`src/hw/rtl/length_prefixed_frame_receive_fifo_macros.svh`:
```
// Assertion macros used by the frame receive FIFO top level.
`ifndef LENGTH_PREFIXED_FRAME_RECEIVE_FIFO_MACROS_SVH
`define LENGTH_PREFIXED_FRAME_RECEIVE_FIFO_MACROS_SVH

// Check a condition at every clock edge outside reset.
`define LPF_ASSERT_ALWAYS(label, expr, msg) \
  label: assert property (@(posedge clk) disable iff (rst) (expr)) else $error(msg);

// Check that a condition implies a consequence in the same cycle.
`define LPF_ASSERT_SAME(label, ante, cons, msg) \
  label: assert property (@(posedge clk) disable iff (rst) (ante) |-> (cons)) else $error(msg);

// Check that a condition implies a consequence in the next cycle.
`define LPF_ASSERT_NEXT(label, ante, cons, msg) \
  label: assert property (@(posedge clk) disable iff (rst) (ante) |=> (cons)) else $error(msg);

`endif

```
`src/hw/rtl/lpf_pkg.sv`:
```
// Shared constants, codes and types of the frame receive FIFO.
package lpf_pkg;

  localparam int QUEUE_DEPTH_DEF = 8;
  localparam int MAX_PAYLOAD_DEF = 64;

  localparam int HDR_BYTES   = 4;
  localparam int LEN_LO_POS  = 2;
  localparam int POS_W       = 17;
  localparam int LEN_W       = 7;
  localparam int HDR_W       = 8 + 8 + LEN_W;
  localparam int FILL_W      = 4;
  localparam int TDATA_OUT_W = 40;
  localparam int TUSER_OUT_W = 4;

  localparam logic CMD_RX  = 1'b0;
  localparam logic CMD_POP = 1'b1;

  localparam logic [2:0] KIND_QUEUED    = 3'd0;
  localparam logic [2:0] KIND_DROP_FULL = 3'd1;
  localparam logic [2:0] KIND_TOO_LONG  = 3'd2;
  localparam logic [2:0] KIND_POPPED    = 3'd3;
  localparam logic [2:0] KIND_POP_EMPTY = 3'd4;

  typedef struct packed {
    logic             pay_wr;
    logic [LEN_W-1:0] pay_idx;
    logic             done;
    logic             too_long;
    logic [7:0]       module_id;
    logic [7:0]       function_id;
    logic [LEN_W-1:0] payload_length;
  } rx_evt_t;

endpackage

```
`src/hw/rtl/lpf_rx_asm.sv`:
```
// Frame assembly: header capture, length tracking and payload indexing.
module lpf_rx_asm #(
  parameter int MAX_PAYLOAD = lpf_pkg::MAX_PAYLOAD_DEF
) (
  input  logic             clk,
  input  logic             rst,
  input  logic             byte_accept,
  input  logic [7:0]       rx_byte,
  output lpf_pkg::rx_evt_t evt
);

  logic [lpf_pkg::POS_W-1:0] pos;
  logic [lpf_pkg::POS_W-1:0] expected;
  logic [31:0]               hdr;

  logic                      in_hdr;
  logic [31:0]               hdr_next;
  logic [15:0]               len16;
  logic [lpf_pkg::POS_W-1:0] exp_now;
  logic [lpf_pkg::POS_W-1:0] pos_inc;
  logic [lpf_pkg::POS_W-1:0] idx;

  always_comb begin
    in_hdr   = pos < lpf_pkg::POS_W'(lpf_pkg::HDR_BYTES);
    hdr_next = hdr;
    if (in_hdr) begin
      hdr_next[8*pos[1:0] +: 8] = rx_byte;
    end
    len16   = hdr_next[31:16];
    exp_now = (pos == lpf_pkg::POS_W'(lpf_pkg::LEN_LO_POS + 1))
            ? lpf_pkg::POS_W'(lpf_pkg::HDR_BYTES) + lpf_pkg::POS_W'(len16)
            : expected;
    pos_inc = pos + 1'b1;
    idx     = pos - lpf_pkg::POS_W'(lpf_pkg::HDR_BYTES);

    evt.pay_wr         = !in_hdr && (idx < lpf_pkg::POS_W'(MAX_PAYLOAD));
    evt.pay_idx        = idx[lpf_pkg::LEN_W-1:0];
    evt.done           = pos_inc >= exp_now;
    evt.too_long       = len16 > 16'(MAX_PAYLOAD);
    evt.module_id      = hdr_next[7:0];
    evt.function_id    = hdr_next[15:8];
    evt.payload_length = evt.too_long ? '0 : len16[lpf_pkg::LEN_W-1:0];
  end

  always_ff @(posedge clk) begin
    if (rst) begin
      pos      <= '0;
      expected <= lpf_pkg::POS_W'(lpf_pkg::HDR_BYTES);
      hdr      <= '0;
    end else if (byte_accept) begin
      if (evt.done) begin
        pos      <= '0;
        expected <= lpf_pkg::POS_W'(lpf_pkg::HDR_BYTES);
        hdr      <= '0;
      end else begin
        pos      <= pos_inc;
        expected <= exp_now;
        hdr      <= hdr_next;
      end
    end
  end

endmodule

```
`config.mk`:
```
export PLATFORM = sky130hd
export DESIGN_NAME = lpf_rx_asm
export DESIGN_NICKNAME = d
export VERILOG_FILES = /design/src/hw/rtl/length_prefixed_frame_receive_fifo_macros.svh /design/src/hw/rtl/lpf_pkg.sv /design/src/hw/rtl/lpf_rx_asm.sv
export SDC_FILE = /design/constraint.sdc
export NUM_CORES = 1
export LEC_CHECK = 0
export ABC_AREA = 1
export BUFFER_PORTS_ARGS = -buffer_cell sky130_fd_sc_hd__buf_4
export CAP_MARGIN = 20
export CORE_ASPECT_RATIO = 1.75
export CORE_MARGIN = 2
export CORE_UTILIZATION = 55
export DETAILED_ROUTE_END_ITERATION = 8
export MAX_ROUTING_LAYER = met4
export PLACE_DENSITY = 0.77
export SLEW_MARGIN = 20
export SYNTH_ARGS = -nofsm -noshare
export SYNTH_HDL_FRONTEND = slang
export SYNTH_SLANG_ARGS = --single-unit
```
`constraint.sdc`:
```
create_clock -name clk -period 4.5 [get_ports clk]
set_input_delay 0.45 -clock clk [delete_from_list [all_inputs] [get_ports clk]]
set_output_delay 0.45 -clock clk [all_outputs]
set_load 0.03 [all_outputs]
```
==> flow_summary.ini <==
[critical_path]
cp.required_ns = 4.05
arrival_ns = 4.05
cp-end-kind = output port
rrSetupSlack_ns = 0.37
r2r_start = pos[1]$_SDFFE_PP0P_
r2r-end = expected[16]$_SDFFE_PP0P_
critPathKind = register to output port
crit_path_max_fanout = 13
start_kind = register
r2r_cells = 26

[synthesis]
ys.flop_type = dfxtp_1
yosysSeqAreaShare_pct = 26.4
synth_edf_count = 0
syn-num-nets = 798
synth_compound_area_share_pct = 13.0
postSynthCellCount = 761
synth-seq-cells = 66
synthArstFlopShare_pct = 0
syn_avg_cell_area_um2 = 6.57
synth_top_family_by_area = simple AND/OR/NAND/NOR gates
netlist-cell-type-count = 39
yosys_warnings = 0
synth.mux.area_fraction_pct = 0.225
synthSimpleGateAreaFrac_pct = 39.2
synth-xor-area-share_pct = 3.85
synthAdderAreaFrac_pct = 6.50
syn_area_um2 = 5000

[floorplan]
die_area_um2 = 9900
io_pins = 44
fp.dieW_um = 76.1
core_um2 = 8980
die_height_um = 130
rows = 46
initial_core_util_pct = 55.7

[power_and_ir_drop]
powerDensity_nw_per_um2 = 273
peakVddDrop_mv = 0.327
p_leak_uw = 0.00263

[global_route]
grt_pass1_vias = 5304
overflow = 0
grt_max_degree = 68
grt_pass1_wl_um = 25500
track_usage_pct = 33.0
antenna_found_initial = 0

[cts]
root_buffer = clkbuf_16
hold_buffers = 0
cts_tree = done
htree_num_levels = 3
clk_pin_slew_ns = 0.06
clockBufferDepth = 2
cts_made_buffers = 9
cts_sinks = 66
clk_latency_ns = 0.34

[route]
drt-total-wl_um = 16900
dr_wl_met2_um = 9030
antenna_left = 0
drt-initial-drc-count = 689
via_count = 5790
routedWlPerCell_um = 17.9
m1WireLength_um = 6030
wl_met3_um = 851
viasPerCell = 6.13
first_pass_iters = 5
top_layer_used = met4
drc = 0

[timing]
slew_headroom_pct = 33.3
hold_violations = 0
clock-skew-final_ns = 0.00614
final.setup.tns_ns = -0.00185
setup_slack_ns = -0.00185
layout_min_cycle_time_ns = 4.50
worst_pin_slew_ns = 1.00
post-route-period-util_pct = 100
timing.fmax_ghz = 0.222
setup_viol = 1
drv_slew = 0

[placed_design]
hpwl_um = 11100
place_congestion = 0.993
portBuffers = 43
place_area_um2 = 5370

[status]
failed_checks = setup timing
status = finished, violations left

[cells_and_area]
fin_area_um2 = 6260
nNetsFinal = 856
syn2layout_area_growth_pct = 25.2
fillers = 757
layout-drive-gt1-share_pct = 25.8
final_common_cell = nand2_1
diodes = 0
layout_common_cells = 164 x nand2_1, 94 x buf_4, 80 x nand4_1

[hold_path]
holdPathEnd = hdr[5]$_SDFFE_PP0P_
hold_path.startpoint = hdr[5]$_SDFFE_PP0P_
hold-path-cell-count = 2
min_path_type = register to register

[flow_run]
maxCapViolations = 0
[critical path: stages (launching register included)]
cell     delay, ns
dfxtp_1       0.36
inv_2         0.08
ha_2          0.24
inv_4         0.14
nand3_1       0.11
nor2_1        0.10
nand4_1       0.19
nand2_2       0.17
buf_4         0.14
nand2_1       0.10
nor3_1        0.17
nand3_1       0.11
xnor2_1       0.20
nand2_1       0.12
nand2_1       0.09
inv_1         0.05
ha_1          0.26
nand2_1       0.08
nor2_4        0.13
nand3_2       0.07
nor4_1        0.28
nand3_1       0.13
nand2_1       0.10
inv_2         0.05
nand2_2       0.09
buf_6         0.14
[kinds of logic (layout without fill, tap and decap cells)]
kind of cell,count (synthesis),after routing
simple gates,403,404
fa+ha+maj,26,26
flops,66,66
xor+xnor,22,22
mux,1,1
buf+inv,121,183
compound gates,122,122
[sequential cells by signal, summed over array words and instances (netlist names)]
signal	cells
hdr	32
expected	17
pos	17
[cells in the mapped netlist, types with 5 or more instances]
master    instances  area, µm²
nand2_2           8       50.1
nand4_1          80        500
nor2_1           39        146
inv_2             5       18.8
ha_1             26        325
buf_6             6       67.6
clkbuf_1         25       93.8
or2_2             5       31.3
o21ai_0          34        170
a21oi_1          75        375
nand2_1         183        687
buf_4             6       45.0
xor2_1           18        158
nor2_2            5       31.3
inv_1            63        236
buf_2            14       70.1
nand3_1          44        220
nor3_1           18       90.1
nor4_1            7       43.8
dfxtp_1          66       1320
[worst max-delay path by stage]
stage | to | cells past startpoint | slack (ns) | startpoint
final | evt[24] | 25 | -0.002 | pos[1]$_SDFFE_PP0P_
after floorplan | evt[24] | 27 | 0.07 | pos[0]$_SDFFE_PP0P_
after detailed placement | evt[24] | 25 | 0.12 | pos[15]$_SDFFE_PP0P_
after global routing | evt[24] | 25 | -0.12 | pos[15]$_SDFFE_PP0P_
after CTS | evt[24] | 24 | 0.02 | pos[1]$_SDFFE_PP0P_
after global placement | evt[24] | 25 | 0.27 | pos[9]$_SDFFE_PP0P_
[layout make-up]
cell class              count  area, µm²  area share [%]
repair buffers             99        769            12.3
clock buffers              12        246            3.94
inverters                  68        274            4.38
well taps                 120        150            2.40
flip-flops and latches     66       1330            21.2
multi-input cells         575       3440            54.9
clock inverters             4       51.3           0.819
[metrics by stage]
step                      total power (µW)  instances  hold slack, ns  util, %  setup slack, ns
after floorplan                        846        761           0.435        -           0.0682
after CTS                             1660        911           0.462     63.6           0.0187
after detailed placement               945        894           0.453     59.8            0.120
final                                 1710        944           0.464     69.7         -0.00185
after global placement                 941        894           0.445     59.8            0.268
after global routing                  1760        944           0.484     69.7           -0.121
[where the power goes]
group	internal, µW	total, µW	switching (µW)
Sequential	594	600	6.25
Combinational	123	392	268
Clock	444	718	274
[metal layers]
metal	up-vias	global-route usage, %
li1	2716	-
met1	2725	32.5
met2	268	61.2
met3	81	4.77
met4	0	20.6
met5	-	-
[what timing repair did]
action	CTS	global route
cloned	0	1
endpoints found under the setup margin	1	66
gates resized for setup	17	84
pin swaps	1	47
buffers inserted	1	32
No activity file was read; power rests on OpenSTA's default activity.
