[config.mk]
export PLATFORM = sky130hd
export DESIGN_NAME = lpf_ram
export DESIGN_NICKNAME = d
export VERILOG_FILES = /design/src/hw/rtl/length_prefixed_frame_receive_fifo_macros.svh /design/src/hw/rtl/lpf_ram.sv
export SDC_FILE = /design/constraint.sdc
export NUM_CORES = 1
export LEC_CHECK = 0
export BUFFER_PORTS_ARGS = -buffer_cell sky130_fd_sc_hd__buf_2
export CORE_MARGIN = 1.5
export CORE_UTILIZATION = 60
export CTS_CLUSTER_DIAMETER = 100
export DETAILED_ROUTE_END_ITERATION = 8
export HOLD_SLACK_MARGIN = 0.02
export PLACE_DENSITY = 0.8
export SETUP_SLACK_MARGIN = 0.4
export SYNTH_ARGS = -nofsm -noshare
export SYNTH_HDL_FRONTEND = slang
export SYNTH_SLANG_ARGS = --single-unit
[constraint.sdc]
create_clock -name clk -period 2.9 [get_ports clk]
set_clock_uncertainty 0.15 [all_clocks]
set_input_delay 0 -clock clk [delete_from_list [all_inputs] [get_ports clk]]
set_output_delay 0 -clock clk [all_outputs]
set_load 0.02 [all_outputs]
[src/hw/rtl/length_prefixed_frame_receive_fifo_macros.svh]
// Assertion macros used by the frame receive FIFO top level.
`ifndef LENGTH_PREFIXED_FRAME_RECEIVE_FIFO_MACROS_SVH
`define LENGTH_PREFIXED_FRAME_RECEIVE_FIFO_MACROS_SVH

// Check a condition at every clock edge outside reset.
`define LPF_ASSERT_ALWAYS(label, expr, msg) \
  label: assert property (@(posedge clk) disable iff (rst) (expr)) else $error(msg);

// Check that a condition implies a consequence in the same cycle.
`define LPF_ASSERT_SAME(label, ante, cons, msg) \
  label: assert property (@(posedge clk) disable iff (rst) (ante) |-> (cons)) else $error(msg);

// Check that a condition implies a consequence in the next cycle.
`define LPF_ASSERT_NEXT(label, ante, cons, msg) \
  label: assert property (@(posedge clk) disable iff (rst) (ante) |=> (cons)) else $error(msg);

`endif

[src/hw/rtl/lpf_ram.sv]
// Simple dual-port synchronous RAM with registered read.
module lpf_ram #(
  parameter int WIDTH = 8,
  parameter int DEPTH = 16
) (
  input  logic                     clk,
  input  logic                     wr_en,
  input  logic [$clog2(DEPTH)-1:0] wr_addr,
  input  logic [WIDTH-1:0]         wr_data,
  input  logic                     rd_en,
  input  logic [$clog2(DEPTH)-1:0] rd_addr,
  output logic [WIDTH-1:0]         rd_data
);

  logic [WIDTH-1:0] mem [DEPTH];

  always_ff @(posedge clk) begin
    if (wr_en) begin
      mem[wr_addr] <= wr_data;
    end
  end

  always_ff @(posedge clk) begin
    if (rd_en) begin
      rd_data <= mem[rd_addr];
    end
  end

endmodule

==> results of run 1 <==
[how the worst max path moves through the flow]
stage | endpoint | slack (ps)
CTS | mem[6][3] | 810
finish | mem[6][1] | 740
global placement | rd_data[7] | 910
floorplan | mem[0][0] | 1260
detailed placement | rd_data[1] | 880
global route | mem[6][3] | 640
[metrics by stage]
step	cell area (um2)	setup slack [ps]	hold slack (ps)	cells
after floorplan	5228	1257	-51.13	229
after global placement	5470	913.2	233.0	359
after detailed placement	5470	878.5	239.8	359
after CTS	6279	813.4	159.8	412
after global routing	6279	640.3	205.2	412
final	6279	738.0	177.7	412
[layout by cell type (no fill, tap or decap)]
cell and count:
and2b_1 1, clkbuf_16 16, mux4_2 18, edfxtp_1 136, dlygate4sd3_1 21, clkinv_2 4, nand3b_1 2, nor2_1 13
nand3_1 1, nand2b_1 2, mux4_1 14, clkbuf_1 1, nand2_1 9, nor2b_1 1, buf_4 9, clkinv_1 2
clkinvlp_4 2, a22oi_1 16, bufinv_16 4, buf_2 26, nor3_1 4, inv_6 1, or3b_2 1, and2_1 1
clkinv_4 1, clkbuf_8 1
[metal layers]
layer | track usage, % | share of wire, %
met1 | 34.41 | 39
met2 | 40.73 | 52
met3 | 7.425 | 7.1
met4 | 10.87 | 1.7
met5 | 0 | 0
[logic make-up (layout without fill, tap and decap cells)]
| kind of cell | after synthesis | in the layout | synth area share, % |
|---|---|---|---|
| AO/OA/AOI/OAI | 16 | 16 | 2.298 |
| buffers and inverters | 10 | 88 | 1.651 |
| flip-flops | 136 | 136 | 78.12 |
| multiplexers | 32 | 32 | 14.79 |
| AND/OR/NAND/NOR | 35 | 35 | 3.136 |
[registers in the layout, indices dropped and copies added (netlist names)]
register and cells:
mem 128, rd_data 8
[power groups by stage]
stage | sequential, mW | clock, mW | combinational (mW)
5_1_grt | 2.23 | 2.28 | 0.239
4_1_cts | 2.23 | 2.20 | 0.224
6_report | 2.23 | 2.18 | 0.222
3_3_place_gp | 2.27 | 0 | 0.193
3_5_place_dp | 2.27 | 0 | 0.199
2_1_floorplan | 2.28 | 0 | 0.112
[worst max-delay path, delay by kind of cell]
family                 cells  cell delay, ps
buffers and inverters      3            1290
AND/OR/NAND/NOR            2             850
[cell type report]
cell class,count,area [um2],share of cell area [%]
clock inverter,14,180.2,2.870
tap,105,131.4,2.092
clock buffer,18,417.9,6.656
sequential,136,4084,65.05
multi-input combinational,83,1057,16.84
timing repair buffer,56,407.9,6.497
==> impl_metrics.py, run 1 <==
metrics = {
    "outcome": {
        "status": "finished, final reports clean",
    },
    "die": {
        "fp.dieH_um": 96.34,
        "ios": 27,
        "num_rows": 33,
        "die-area_mm2": 0.009281,
        "coreArea_mm2": 0.008341,
        "die_w_um": 96.34,
        "initial_core_util_pct": 62.68,
    },
    "clock_tree": {
        "ctsHoldBuffers": 21,
        "cts_setup_buffers": 0,
        "ctsResizeCount": 0,
        "cts_max_level": 4,
        "clkTransAtPathRegs_ps": 60,
        "cts_tree": "yes",
        "clk_latency_ps": 530,
        "numCtsBuffers": 17,
        "numClockSinks": 136,
        "cts-root-buf": "clkbuf_8",
        "clk_path_buf_depth": 2,
    },
    "timing": {
        "drv_slew": 0,
        "finalHoldViolCount": 0,
        "finalSetupViolCount": 0,
        "rsz0062_at_grt": "no",
        "relSlewSlack_pct": 41.42,
        "tightest_slew_ps": 875.5,
        "setup_tns_ps": 0,
        "fin_crit_ps": 2162,
        "period_share_pct": 74.55,
        "fmax_ghz": 0.4625,
    },
    "global_routing": {
        "overflow": 0,
        "grt_pass1_wl_um": 15510,
        "first_global_vias": 2722,
        "antenna_found_initial": 0,
        "grt_max_degree": 33,
        "gr-usage-all-layers_pct": 25.88,
    },
    "synth": {
        "postSynthAreaPerCell_um2": 22.83,
        "synth_top_flop_cell": "edfxtp_1",
        "synth.top_cell.area_share_pct": 78.12,
        "yosys_warnings": 0,
        "syn_nets": 248,
        "ys_ff_latch": 136,
        "async_flop_share_pct": 0,
        "synth_area_mm2": 0.005228,
        "synth_common_cells": "edfxtp_1 (136), mux4_2 (18), a22oi_1 (16), mux4_1 (14), nor2_1 (13)",
        "yosysMostFrequentCell": "edfxtp_1",
        "synth_top_cell_by_area": "edfxtp_1",
        "synth_edf_count": 136,
        "seq_area_frac_synth_pct": 78.12,
        "synth_cell_types": 18,
        "netlist_top_cells_area": "edfxtp_1 (78%), mux4_2 (7.8%), mux4_1 (7.0%), a22oi_1 (2.3%), nor2_1 (0.93%)",
        "synthesis.instances": 229,
    },
    "layout": {
        "post-route-util_pct": 75.28,
        "final_nets": 313,
        "diodes": 0,
        "drive_gt1_share_pct": 27.04,
        "layout-area-overhead-vs-synth_pct": 20.11,
        "n_fill_cell": 429,
    },
    "power": {
        "ir_worst_vdd_v": 0.0004596,
        "seq_power_share_pct": 48.2,
        "finalPower_mw": 4.629,
        "cellLeakagePower_nw": 2.136,
        "pwr-share-clk_pct": 47.0,
        "pwr-share-comb_pct": 4.8,
        "intPower_mw": 3.699,
        "p_sw_share_pct": 20.10,
        "p_switching_uw": 930.5,
        "power_density_mw_per_mm2": 737.3,
    },
    "worst_setup_path": {
        "timing.rr.end": "rd_data[5]",
        "crit_type": "input port to flop",
        "cpMaxStageDelayCell": "nor2_1",
        "cp-start-kind": "input port",
        "cpPeakStageDelay_ps": 680,
        "startpoint": "wr_addr[3]",
        "cp.required_ps": 2890,
        "critPathCaptureType": "flop",
        "cpMostUsedCell": "dlygate4sd3_1",
        "r2r_cells": 3,
        "r2r_start": "mem[9][5]",
        "ff2ff_setup_slack_ps": 1140,
        "cp_max_fo": 8,
        "cp.arrival_ps": 2160,
        "path_cells": "dlygate4sd3_1, buf_2, nand3b_1, dlygate4sd3_1, nor2_1",
    },
    "min_path": {
        "hold_path_depth": 4,
        "holdPathEnd": "rd_data[3]",
        "hold_start": "rd_addr[0]",
        "hp-class": "input port to flop",
    },
    "placement": {
        "dpl.hpwl_um": 5877,
        "portBuffers": 26,
        "gp_congestion": 0.7509,
    },
    "drt": {
        "drc": 0,
        "vias_per_cell": 6.170,
        "ant_nets": 0,
        "drt-wirelength-per-cell_um": 25.32,
        "first_pass_iters": 4,
        "totalWireLength_um": 10430,
        "vias": 2542,
        "initialDrtViolationCount": 199,
    },
    "run": {
        "cap_violations": 0,
    },
}
(Power assumes the default switching activity.)
==> run 2, diff against run 1 <==
clock period = 2.2 ns   (was 2.9 ns; I/O delays follow)
==> impl_metrics.py, run 2 (synthesis results as in run 1) <==
metrics = {
    "outcome": {
        "status": "finished, final reports clean",
    },
    "layout": {
        "final_cells": 417,
        "diodes": 0,
        "layout_common_cells": "edfxtp_1 (136), buf_2 (26), mux4_2 (18), buf_4 (17)",
        "layout-area-overhead-vs-synth_pct": 21.16,
        "top_register": "mem",
        "post-route-util_pct": 75.94,
        "largest_reg_flops": 128,
        "seq_area_mm2": 0.004084,
        "drive_gt1_share_pct": 30.45,
        "stdcell_area_mm2": 0.006334,
        "final_nets": 318,
        "final_common_cell": "edfxtp_1",
        "n_fill_cell": 424,
        "multi_input_area_mm2": 0.001060,
        "top_regs": "mem x128, rd_data x8",
    },
    "timing": {
        "whs_ps": 53.13,
        "fmax_ghz": 0.5801,
        "relSlewSlack_pct": 50.89,
        "finalHoldViolCount": 0,
        "drv_slew": 0,
        "fin_crit_ps": 1724,
        "setup_tns_ps": 0,
        "finalSetupViolCount": 0,
        "worst_slack_ps": 476.0,
        "rsz0062_at_grt": "no",
        "period_share_pct": 78.36,
        "tightest_slew_ps": 735.2,
    },
    "die": {
        "die-area_mm2": 0.009281,
        "num_rows": 33,
        "die_w_um": 96.34,
        "initial_core_util_pct": 62.68,
        "coreArea_mm2": 0.008341,
        "ios": 27,
        "fp.dieH_um": 96.34,
    },
    "worst_setup_path": {
        "critical-path-top-delay-family": "buffers and inverters",
        "cp_max_fo": 6,
        "r2r_start": "mem[6][6]",
        "path_buf_inv": 4,
        "cpMaxStageDelayCell": "dlygate4sd3_1",
        "path_cells": "dlygate4sd3_1, buf_2, nand3b_1, dlygate4sd3_1, nor2_2, buf_4",
        "crit_type": "input port to flop",
        "timing.rr.end": "rd_data[6]",
        "cp.arrival_ps": 1790,
        "cpPeakStageDelay_ps": 630,
        "ff2ff_setup_slack_ps": 510,
        "cp.required_ps": 2270,
        "r2r_cells": 3,
        "cp-start-kind": "input port",
        "cpMostUsedCell": "dlygate4sd3_1",
        "critPathCaptureType": "flop",
    },
    "clock_tree": {
        "numClockSinks": 136,
        "cts-root-buf": "clkbuf_8",
        "clk_latency_ps": 510,
        "cts_tree": "yes",
        "cts_setup_buffers": 0,
        "numCtsBuffers": 17,
        "clkTransAtPathRegs_ps": 60,
        "cts_max_level": 4,
        "clk_path_buf_depth": 2,
    },
    "drt": {
        "vias_per_cell": 6.571,
        "drc": 0,
        "first_pass_iters": 6,
        "initialDrtViolationCount": 317,
        "drt-wirelength-per-cell_um": 26.26,
        "ant_nets": 0,
        "totalWireLength_um": 10950,
        "vias": 2740,
    },
    "power": {
        "ir_worst_vdd_v": 0.0006874,
        "power_density_mw_per_mm2": 961.3,
        "cellLeakagePower_nw": 2.182,
        "finalPower_mw": 6.089,
    },
    "run": {
        "cap_violations": 0,
    },
    "global_routing": {
        "gr-usage-all-layers_pct": 26.70,
        "antenna_found_initial": 0,
        "first_global_vias": 2639,
        "overflow": 0,
        "grt_pass1_wl_um": 16260,
        "grt_max_degree": 33,
    },
    "min_path": {
        "hold_start": "rd_addr[2]",
        "holdPathEnd": "rd_data[1]",
        "hp-class": "input port to flop",
        "hold_path_depth": 4,
    },
    "placement": {
        "gp_congestion": 0.8236,
        "dp.cells": 369,
        "place_ws_ps": 412.5,
        "placed_area_mm2": 0.005570,
        "dpl.hpwl_um": 6162,
        "portBuffers": 26,
    },
}
run 2: cell types whose count changed in the layout (fill, tap and decap cells not counted):
cell / change
buf_12: +2
buf_4: +8
clkbuf_1: +1
clkinv_1: -2
clkinv_2: +1
clkinv_4: +2
clkinvlp_4: -1
dlygate4sd3_1: -5
inv_6: -1
nor2_1: -1
nor2_2: +1
run 2: per-layer routing:
layer | global-route usage (%) | part of all wire (%) | up-vias
met3 | 6.951 | 9.4 | 26
met5 | 0 | 0 | -
met1 | 38.62 | 40 | 1389
met4 | 10.27 | 2.1 | 0
li1 | - | - | 1127
met2 | 39.79 | 49 | 198
run 2: repair_timing:
item | CTS | global route
resized for setup | 0 | 1
setup endpoints to repair | 0 | 6
hold buffers | 16 | 0
endpoints found under the hold margin | 191 | 0
run 2: layout make-up:
type	instances	share of cell area, %
clock inverter	13	2.825
timing repair buffer	61	7.230
multi-input combinational	83	16.73
tap	105	2.074
clock buffer	19	6.657
sequential	136	64.48
run 2: how the worst max path moves through the flow:
stage | slack, ps | end | depth (start not counted) | start
floorplan | 560 | mem[0][0] | 2 | wr_addr[2]
global placement | 430 | rd_data[5] | 5 | rd_addr[0]
detailed placement | 410 | rd_data[5] | 5 | rd_addr[0]
CTS | 430 | mem[5][3] | 6 | wr_addr[2]
global route | 430 | mem[5][3] | 6 | wr_en
finish | 480 | mem[5][3] | 6 | wr_en
run 2: power breakdown:
part	internal, mW	switching (mW)	total [mW]
sequential	2.92	0.0158	2.94
clock	1.83	1.01	2.84
combinational	0.132	0.182	0.313
run 2: worst reg2reg max path: stages, from the launching register on:
cell	delay, ps
edfxtp_1	380
mux4_2	510
a22oi_1	260
nand2_1	130
==> run 3, diff against run 2 <==
clock period = 1.8 ns   (was 2.2 ns; I/O delays follow)
==> impl_metrics.py, run 3 (synthesis results as in run 1) <==
metrics = {
    "timing": {
        "setup_tns_ps": 0,
        "tightest_slew_ps": 461.9,
        "fin_crit_ps": 1592,
        "period_share_pct": 88.47,
        "worst_slack_ps": 207.6,
        "finalSetupViolCount": 0,
        "whs_ps": 54.17,
        "fmax_ghz": 0.6280,
        "relSlewSlack_pct": 69.21,
        "drv_slew": 0,
        "rsz0062_at_grt": "yes",
        "finalHoldViolCount": 0,
    },
    "power": {
        "cellLeakagePower_nw": 2.157,
        "finalPower_mw": 7.462,
        "power_density_mw_per_mm2": 1163,
        "ir_worst_vdd_v": 0.0009376,
    },
    "global_routing": {
        "gr-usage-all-layers_pct": 24.62,
        "overflow": 0,
        "first_global_vias": 2770,
        "grt_pass1_wl_um": 15230,
        "grt_max_degree": 17,
        "antenna_found_initial": 0,
    },
    "die": {
        "ios": 27,
        "coreArea_mm2": 0.008341,
        "die_w_um": 96.34,
        "num_rows": 33,
        "fp.dieH_um": 96.34,
        "initial_core_util_pct": 62.68,
        "die-area_mm2": 0.009281,
    },
    "drt": {
        "ant_nets": 0,
        "vias_per_cell": 6.090,
        "vias": 2564,
        "first_pass_iters": 5,
        "drc": 0,
        "drt-wirelength-per-cell_um": 23.54,
        "initialDrtViolationCount": 211,
        "totalWireLength_um": 9910,
    },
    "worst_setup_path": {
        "cp.required_ps": 1900,
        "cp-start-kind": "flop",
        "crit_type": "flop to flop",
        "critPathCaptureType": "flop",
        "cp.arrival_ps": 1700,
        "ff2ff_setup_slack_ps": 210,
        "cp_max_fo": 1,
    },
    "clock_tree": {
        "cts_tree": "yes",
        "numCtsBuffers": 17,
        "clkTransAtPathRegs_ps": 60,
        "cts_setup_buffers": 0,
        "clk_path_buf_depth": 2,
        "numClockSinks": 136,
        "cts_max_level": 4,
        "clk_latency_ps": 510,
        "cts-root-buf": "clkbuf_8",
    },
    "run": {
        "cap_violations": 0,
    },
    "min_path": {
        "hp-class": "input port to flop",
    },
    "layout": {
        "diodes": 0,
        "top_register": "mem",
        "layout_common_cells": "edfxtp_1 (136), mux4_2 (32), buf_2 (26), clkbuf_16 (16), dlygate4sd3_1 (16)",
        "final_common_cell": "edfxtp_1",
        "drive_gt1_share_pct": 39.56,
        "layout-area-overhead-vs-synth_pct": 22.69,
        "largest_reg_flops": 128,
        "top_regs": "mem x128, rd_data x8",
        "final_nets": 322,
        "post-route-util_pct": 76.90,
    },
    "placement": {
        "place_ws_ps": 198.0,
        "portBuffers": 26,
        "gp_congestion": 0.7438,
        "dpl.hpwl_um": 6074,
    },
    "outcome": {
        "status": "finished, final reports clean",
    },
}
run 3: critical path, stage by stage (launching register included):
cell and delay (ps):
edfxtp_1 380, mux4_2 500, a22oi_2 220, nand2_1 80
run 3: timing repair:
item                                   4_1_cts  5_1_grt
cloned                                       0        0
setup endpoints to repair                    8       40
hold buffers                                16        2
resized for setup                            5        9
endpoints found under the hold margin      272       24
run 3: where the power goes:
| part | total (mW) | internal, mW | switching (mW) | leakage, nW |
|---|---|---|---|---|
| clock network | 3.47 | 2.14 | 1.33 | 0.288 |
| registers | 3.59 | 3.57 | 0.0242 | 1.24 |
| logic | 0.400 | 0.187 | 0.212 | 0.632 |
run 3: final timing paths:
| path | cells past startpoint | endpoint | start |
|---|---|---|---|
| setup / recovery | 3 | rd_data[7] | mem[10][7] |
| hold / removal | 4 | rd_data[5] | rd_addr[1] |
| setup reg to reg | 3 | rd_data[7] | mem[10][7] |
| hold reg to reg | 3 | rd_data[5] | mem[14][5] |
run 3: through the flow:
| step | cells | instance area (um2) |
|---|---|---|
| CTS | 421 | 6380 |
| floorplan | 229 | 5180 |
| global placement | 373 | 5590 |
| global route | 421 | 6414 |
| finish | 421 | 6414 |
| detailed placement | 373 | 5590 |
run 3: cell type report:
type                       count  area, um2
clock buffer                  17      414.1
tap                          105      131.4
clock inverter                15      190.2
multi-input combinational     83       1057
fill                         445       1927
timing repair buffer          65      536.8
sequential                   136       4084
run 3: per-layer routing:
metal,vias to the layer above,track usage (%),share of wire (%)
li1,1122,-,-
met1,1336,31.29,39
met2,95,41.08,54
met3,11,6.793,6.3
met4,0,8.937,1.1
met5,-,0,0
